### config.mk
export PLATFORM = sky130hd
export DESIGN_NAME = merge_sort_engine
export DESIGN_NICKNAME = d
export VERILOG_FILES = /design/src/rtl/core/mse_pkg.sv /design/src/rtl/core/mse_ram.sv /design/src/rtl/core/merge_sort_engine.sv
export SDC_FILE = /design/constraint.sdc
export NUM_CORES = 2
export LEC_CHECK = 0
export BUFFER_PORTS_ARGS = -buffer_cell sky130_fd_sc_hd__buf_4
export CAP_MARGIN = 20
export CORE_MARGIN = 2
export CORE_UTILIZATION = 65
export DETAILED_ROUTE_END_ITERATION = 6
export GPL_TIMING_DRIVEN = 1
export PLACE_DENSITY = 0.86
export SYNTH_ARGS = -nofsm -noshare
export SYNTH_HDL_FRONTEND = slang
export SYNTH_HIERARCHICAL = 1
export SYNTH_SLANG_ARGS = --single-unit
### constraint.sdc
create_clock -name clk -period 10.9 [get_ports clk]
set_input_delay 3.27 -clock clk [delete_from_list [all_inputs] [get_ports clk]]
set_output_delay 3.27 -clock clk [all_outputs]
set_load 0.02 [all_outputs]
### src/rtl/core/mse_pkg.sv
// Shared constants and types for the merge sort engine.
package mse_pkg;

	// Default number of entries in the element store.
	localparam int MSE_CAPACITY = 32;

	// Width of one element.
	localparam int DATA_W = 32;

	// Sequencer states, one-hot.
	typedef enum logic [5:0] {
		ST_LOAD    = 6'b000001,
		ST_SEG     = 6'b000010,
		ST_RD      = 6'b000100,
		ST_CMP     = 6'b001000,
		ST_EMIT_RD = 6'b010000,
		ST_EMIT_WR = 6'b100000
	} mse_state_t;

endpackage

### src/rtl/core/mse_ram.sv
// Element bank: one write port and two read ports with registered read data.
module mse_ram #(
	parameter int DEPTH = mse_pkg::MSE_CAPACITY,
	parameter int AW    = $clog2(mse_pkg::MSE_CAPACITY)
) (
	input  logic                       clk,
	input  logic                       we,
	input  logic [AW-1:0]              waddr,
	input  logic [mse_pkg::DATA_W-1:0] wdata,
	input  logic [AW-1:0]              raddr_a,
	input  logic [AW-1:0]              raddr_b,
	output logic [mse_pkg::DATA_W-1:0] rdata_a,
	output logic [mse_pkg::DATA_W-1:0] rdata_b
);
	import mse_pkg::*;

	logic [DATA_W-1:0] mem_q [DEPTH];

	// Write port.
	always_ff @(posedge clk) begin
		if (we) begin
			mem_q[waddr] <= wdata;
		end
	end

	// Two registered read ports.
	always_ff @(posedge clk) begin
		rdata_a <= mem_q[raddr_a];
		rdata_b <= mem_q[raddr_b];
	end

endmodule

### src/rtl/core/merge_sort_engine.sv
// Merge sort engine top level: element load, bottom-up merge sequencer and result output.
//
// The block takes one word per cycle while loading; a word with last set, or the word
// that fills the store of CAPACITY entries, closes the set, and no word is taken until
// every sorted result of that set has been placed in the output register. A set of n
// elements is sorted by ceil(log2(n)) merge passes that ping-pong between two banks;
// every element written in a pass goes through a registered bank read (ST_RD) and then
// the single shared comparator (ST_CMP), and each run pair adds a setup state (ST_SEG).
// Output reads each result through the same read port (port A), in ST_EMIT_RD and then
// ST_EMIT_WR; results wait in an output register, so the block goes back to loading as
// soon as the last one is placed.
module merge_sort_engine #(
	parameter int CAPACITY = mse_pkg::MSE_CAPACITY
) (
	input  logic                              clk,
	input  logic                              arst_n,
	input  logic                              in_valid,
	output logic                              in_stall,
	input  logic signed [mse_pkg::DATA_W-1:0] value,
	input  logic                              last,
	output logic                              out_valid,
	input  logic                              out_stall,
	output logic signed [mse_pkg::DATA_W-1:0] sorted_value,
	output logic                              final_res
);
	import mse_pkg::*;

	localparam int CW = $clog2(CAPACITY + 1);
	localparam int AW = $clog2(CAPACITY);
	localparam int SW = CW + 2;
	localparam logic [CW-1:0] LAST_IDX = CW'(CAPACITY - 1);

	mse_state_t        state_q;
	logic [CW-1:0]     count_q;
	logic [SW-1:0]     n_q;
	logic [SW-1:0]     w_q;
	logic [SW-1:0]     lo_q;
	logic [SW-1:0]     mid_q;
	logic [SW-1:0]     hi_q;
	logic [SW-1:0]     l_q;
	logic [SW-1:0]     r_q;
	logic [SW-1:0]     o_q;
	logic [SW-1:0]     k_q;
	logic              src_q;
	logic              out_valid_q;
	logic [DATA_W-1:0] sorted_value_q;
	logic              final_res_q;

	logic [SW-1:0]     lo_w;
	logic [SW-1:0]     lo_2w;
	logic [SW-1:0]     mid_c;
	logic [SW-1:0]     hi_c;
	logic [DATA_W-1:0] a_data;
	logic [DATA_W-1:0] b_data;
	logic [DATA_W-1:0] b0_a;
	logic [DATA_W-1:0] b0_b;
	logic [DATA_W-1:0] b1_a;
	logic [DATA_W-1:0] b1_b;
	logic              take_left;
	logic [DATA_W-1:0] merge_data;
	logic              b0_we;
	logic              b1_we;
	logic [AW-1:0]     b0_waddr;
	logic [DATA_W-1:0] b0_wdata;
	logic [AW-1:0]     raddr_a;
	logic [AW-1:0]     raddr_b;
	logic              out_free;
	logic              emit_last;
	logic              emit_load;

	// Bounds of the next run pair, clamped to the set size.
	assign lo_w  = lo_q + w_q;
	assign lo_2w = lo_q + (w_q << 1);
	assign mid_c = (lo_w > n_q) ? n_q : lo_w;
	assign hi_c  = (lo_2w > n_q) ? n_q : lo_2w;

	// The source bank of the current pass feeds the comparator.
	assign a_data = src_q ? b1_a : b0_a;
	assign b_data = src_q ? b1_b : b0_b;

	// Left run wins ties so the merge stays stable.
	assign take_left = (l_q < mid_q) &&
		((r_q >= hi_q) || ($signed(a_data) <= $signed(b_data)));
	assign merge_data = take_left ? a_data : b_data;

	// Bank 0 takes loaded words and merge output of even passes; bank 1 of odd passes (first is 1).
	assign b0_we    = ((state_q == ST_LOAD) && in_valid) || ((state_q == ST_CMP) && src_q);
	assign b0_waddr = (state_q == ST_LOAD) ? count_q[AW-1:0] : o_q[AW-1:0];
	assign b0_wdata = (state_q == ST_LOAD) ? value : merge_data;
	assign b1_we    = (state_q == ST_CMP) && !src_q;

	// Port A serves the left run while merging and the output index while emitting.
	assign raddr_a = ((state_q == ST_EMIT_RD) || (state_q == ST_EMIT_WR)) ?
		k_q[AW-1:0] : l_q[AW-1:0];
	assign raddr_b = r_q[AW-1:0];

	mse_ram #(
		.DEPTH (CAPACITY),
		.AW    (AW)
	) u_bank0 (
		.clk     (clk),
		.we      (b0_we),
		.waddr   (b0_waddr),
		.wdata   (b0_wdata),
		.raddr_a (raddr_a),
		.raddr_b (raddr_b),
		.rdata_a (b0_a),
		.rdata_b (b0_b)
	);

	mse_ram #(
		.DEPTH (CAPACITY),
		.AW    (AW)
	) u_bank1 (
		.clk     (clk),
		.we      (b1_we),
		.waddr   (o_q[AW-1:0]),
		.wdata   (merge_data),
		.raddr_a (raddr_a),
		.raddr_b (raddr_b),
		.rdata_a (b1_a),
		.rdata_b (b1_b)
	);

	// Output register hand-off.
	assign out_free  = !out_valid_q || !out_stall;
	assign emit_last = (k_q + SW'(1)) == n_q;
	assign emit_load = (state_q == ST_EMIT_WR) && out_free;

	// Sequencer: load, merge passes, emit.
	always_ff @(posedge clk or negedge arst_n) begin
		if (!arst_n) begin
			state_q <= ST_LOAD;
			count_q <= '0;
			n_q     <= '0;
			w_q     <= SW'(1);
			lo_q    <= '0;
			mid_q   <= '0;
			hi_q    <= '0;
			l_q     <= '0;
			r_q     <= '0;
			o_q     <= '0;
			k_q     <= '0;
			src_q   <= 1'b0;
		end else begin
			unique case (state_q)
				ST_LOAD: begin
					if (in_valid) begin
						if (last || (count_q == LAST_IDX)) begin
							n_q     <= SW'(count_q) + SW'(1);
							count_q <= '0;
							w_q     <= SW'(1);
							lo_q    <= '0;
							src_q   <= 1'b0;
							state_q <= ST_SEG;
						end else begin
							count_q <= count_q + CW'(1);
						end
					end
				end
				ST_SEG: begin
					if (w_q >= n_q) begin
						k_q     <= '0;
						state_q <= ST_EMIT_RD;
					end else begin
						mid_q   <= mid_c;
						hi_q    <= hi_c;
						l_q     <= lo_q;
						r_q     <= mid_c;
						o_q     <= lo_q;
						state_q <= ST_RD;
					end
				end
				ST_RD: begin
					state_q <= ST_CMP;
				end
				ST_CMP: begin
					o_q <= o_q + SW'(1);
					if (take_left) begin
						l_q <= l_q + SW'(1);
					end else begin
						r_q <= r_q + SW'(1);
					end
					if ((o_q + SW'(1)) == hi_q) begin
						if (lo_2w >= n_q) begin
							w_q   <= w_q << 1;
							src_q <= !src_q;
							lo_q  <= '0;
						end else begin
							lo_q <= lo_2w;
						end
						state_q <= ST_SEG;
					end else begin
						state_q <= ST_RD;
					end
				end
				ST_EMIT_RD: begin
					state_q <= ST_EMIT_WR;
				end
				ST_EMIT_WR: begin
					if (out_free) begin
						k_q     <= k_q + SW'(1);
						state_q <= emit_last ? ST_LOAD : ST_EMIT_RD;
					end
				end
				default: begin
					state_q <= ST_LOAD;
				end
			endcase
		end
	end

	// Output valid flag.
	always_ff @(posedge clk or negedge arst_n) begin
		if (!arst_n) begin
			out_valid_q <= 1'b0;
		end else if (emit_load) begin
			out_valid_q <= 1'b1;
		end else if (!out_stall) begin
			out_valid_q <= 1'b0;
		end
	end

	// Output payload.
	always_ff @(posedge clk) begin
		if (emit_load) begin
			sorted_value_q <= a_data;
			final_res_q    <= emit_last;
		end
	end

	assign in_stall     = (state_q != ST_LOAD);
	assign out_valid    = out_valid_q;
	assign sorted_value = sorted_value_q;
	assign final_res    = final_res_q;

endmodule

==> reports/metrics.cfg <==
[worst_setup_path]
worstSetupPathType=flop to flop
end_kind=flop
r2r-start=src_q
startpoint=src_q
reg2regPathDepth=13
crit_path_start_kind=flop
reg2reg_slack_ns=4.90
reg2reg_to=u_bank0/mem_q[23][6]
crit_arrival_ns=6.50
cp_max_fo=46
cp_data_required_time_ns=11.40

[synthesis]
ys_seq_area_share_pct=61.6
synth.avg_cell_area_um2=13.9
yosysUniqueCellTypes=74
netlist.area_leader.share_pct=57.3
synth_common_cells=mux2i_1, edfxtp_1, nand2_1
dominantRegCellSynth=edfxtp_1
syn_area_um2=109000
syn-num-nets=7982
synthTopCellsByArea=edfxtp_1, mux2i_1, a22oi_1, dfxtp_1, a21oi_1
async_flop_share_pct=3.66
yosysTopAreaCell=edfxtp_1
synth-warning-count=6
synth_edf_count=2081
synth_cells=7861
synth_most_common_cell=mux2i_1
ys_ff_latch=2293

[clocking]
cts_resized=0
ctsHoldBuffers=0
clockBufferDepth=3
clkTransAtPathRegs_ns=0.06
clk-insertion-delay-late_ns=0.87
cts_tree=done
post_cts_buffers=0
ctsRootBufferMaster=clkbuf_16
cts_sinks=2293
cts_buffers=220
ctsHtreeMaxLevel=4

[place]
hpwl_mm=179
dpl_cell_area_um2=111000
routabilityCongestion=0.937
dp_cells=9769
io_buffers=71

[timing]
finalCriticalPeriod_ns=6.00
setup_viol=0
post-route-period-util_pct=55.0
slew_violations=0
tns_ns=0
rsz0062_at_grt=no
worstMarginPinSlew_ns=1.15
slew_headroom_pct=23.3
fmax_ghz=0.167
finClkSkew_ns=0.0368
finalHoldViolCount=0

[finish]
nNetsFinal=7913
fillCellCount=10100
layoutNonFillerInstCount=10200
drive_gt1_share_pct=10.2
area_delta_synth_final_pct=8.84
final_area_um2=119000

[drt]
num_vias=74600
drt-total-wl_mm=329
wl_per_cell_um=32.2
viasPerCell=7.31
drc_errors=1
drtIter0Drc=11500
drtPass1Iterations=7
ant_nets=0

[global_route]
grt_pass1_wl_mm=475
grt.overflow.total=0
antenna_found_initial=20
globalRouteTotalUtil_pct=37.8
grt_pass1_vias=74200
grt_max_degree=128

[hold_path]
hold_class=flop to flop
min_from=mid_q[2]
whs_endpoint=mid_q[2]
holdPathStages=1

[floorplan]
die_h_um=414
num_io_pins=72
core_um2=167000
rows=150
die_area_um2=171000
die_w_um=414
initial_core_util_pct=65.4

[power_and_ir_drop]
leakage_nw=36.1
powerDensity_nw_per_um2=263
peakVddDrop_uv=313

[status]
violations=design-rule violations
outcome=finished, violations left

[run]
maxCapViolCount=0

how the worst max path moves through the flow:
stage	endpoint	slack, ns	depth (start not counted)
final	u_bank0/mem_q[23][6]	4.90	13
after global routing	u_bank0/mem_q[3][6]	4.73	13
after CTS	u_bank0/mem_q[0][14]	4.52	12
after detailed placement	u_bank0/mem_q[2][14]	4.60	6
after global placement	u_bank0/mem_q[2][14]	4.63	6
after floorplan	u_bank0/mem_q[28][0]	4.94	5
placed cells by master (no fill, tap or decap), types with 44 or more instances in the layout:
master and count:
a31oi_1 134, o21ai_0 66, edfxtp_1 2081, ha_1 83, a22o_1 257, mux2i_1 2097
buf_4 226, nor3_1 168, inv_1 44, dfxtp_1 128, a22oi_1 385, nor2_1 62
clkbuf_16 223, clkinv_2 56, a21oi_1 419, dfrtp_1 80, nand2_1 481, nor2_4 68
nand3_1 420, mux2_2 69
where the power goes:
part | total, mW | switching (mW) | internal [mW] | leakage [nW]
sequential | 13.4 | 0.364 | 13.0 | 20.9
combinational | 10.2 | 7.55 | 2.64 | 11.6
clock | 7.66 | 3.34 | 4.32 | 3.56
logic make-up after synthesis:
| kind of cell | synth area share (%) |
|---|---|
| flops | 61.6 |
| mux | 20.0 |
| compound gates | 8.50 |
| simple gates | 5.48 |
| buf+inv | 3.18 |
| fa+ha+maj | 0.971 |
| xor+xnor | 0.305 |
sequential cells by signal, summed over array words and instances (netlist names), 6 cells and up:
register,flops
o_q,8
k_q,8
n_q,7
u_bank1/rdata_a,32
u_bank0/rdata_a,32
u_bank0/mem_q,1024
w_q,8
state_q,6
r_q,8
lo_q,7
u_bank1/mem_q,1024
l_q,8
u_bank1/rdata_b,32
count_q,6
hi_q,8
sorted_value,32
mid_q,8
u_bank0/rdata_b,32
critical path, stage by stage, from the launching register on:
cell and delay [ns]:
dfrtp_4 0.64, buf_4 0.62, mux2_2 0.44, ha_1 0.33, nand4_1 0.22, nor4_1 0.68, a21boi_1 0.28, o31ai_2 0.10
a211oi_4 0.27, or2_2 0.57, buf_4 0.46, a21oi_2 0.10, buf_4 0.27, mux2_2 0.56
layer usage:
metal,GRT usage (%),routed length (um),up-vias
li1,-,-,30600
met1,47.2,110000,36100
met2,58.6,148000,6264
met3,10.2,45700,1624
met4,24.4,25400,10
met5,0,66,-
area by class of cell:
class                           count  area [um^2]  share of cell area [%]
Clock buffer                      272         5910                    4.98
Clock inverter                    141         1300                    1.10
Antenna cell                        7         17.5                  0.0148
Multi-Input combinational cell   4979        39200                    33.0
Inverter                           46          173                   0.145
Timing Repair Buffer              252         2170                    1.82
Tap cell                         2204         2760                    2.32
Sequential cell                  2293        67200                    56.6
metrics by stage:
step	worst slack [ns]	util (%)	total power, mW	hold slack, ns
6_report	4.90	71.1	31.2	0.480
5_1_grt	4.73	71.1	32.0	0.491
4_1_cts	4.52	71.1	30.6	0.481
3_5_place_dp	4.60	66.8	23.1	0.467
3_3_place_gp	4.63	66.7	22.7	0.463
2_1_floorplan	4.94	-	19.2	0.442
(Power assumes the default switching activity.)
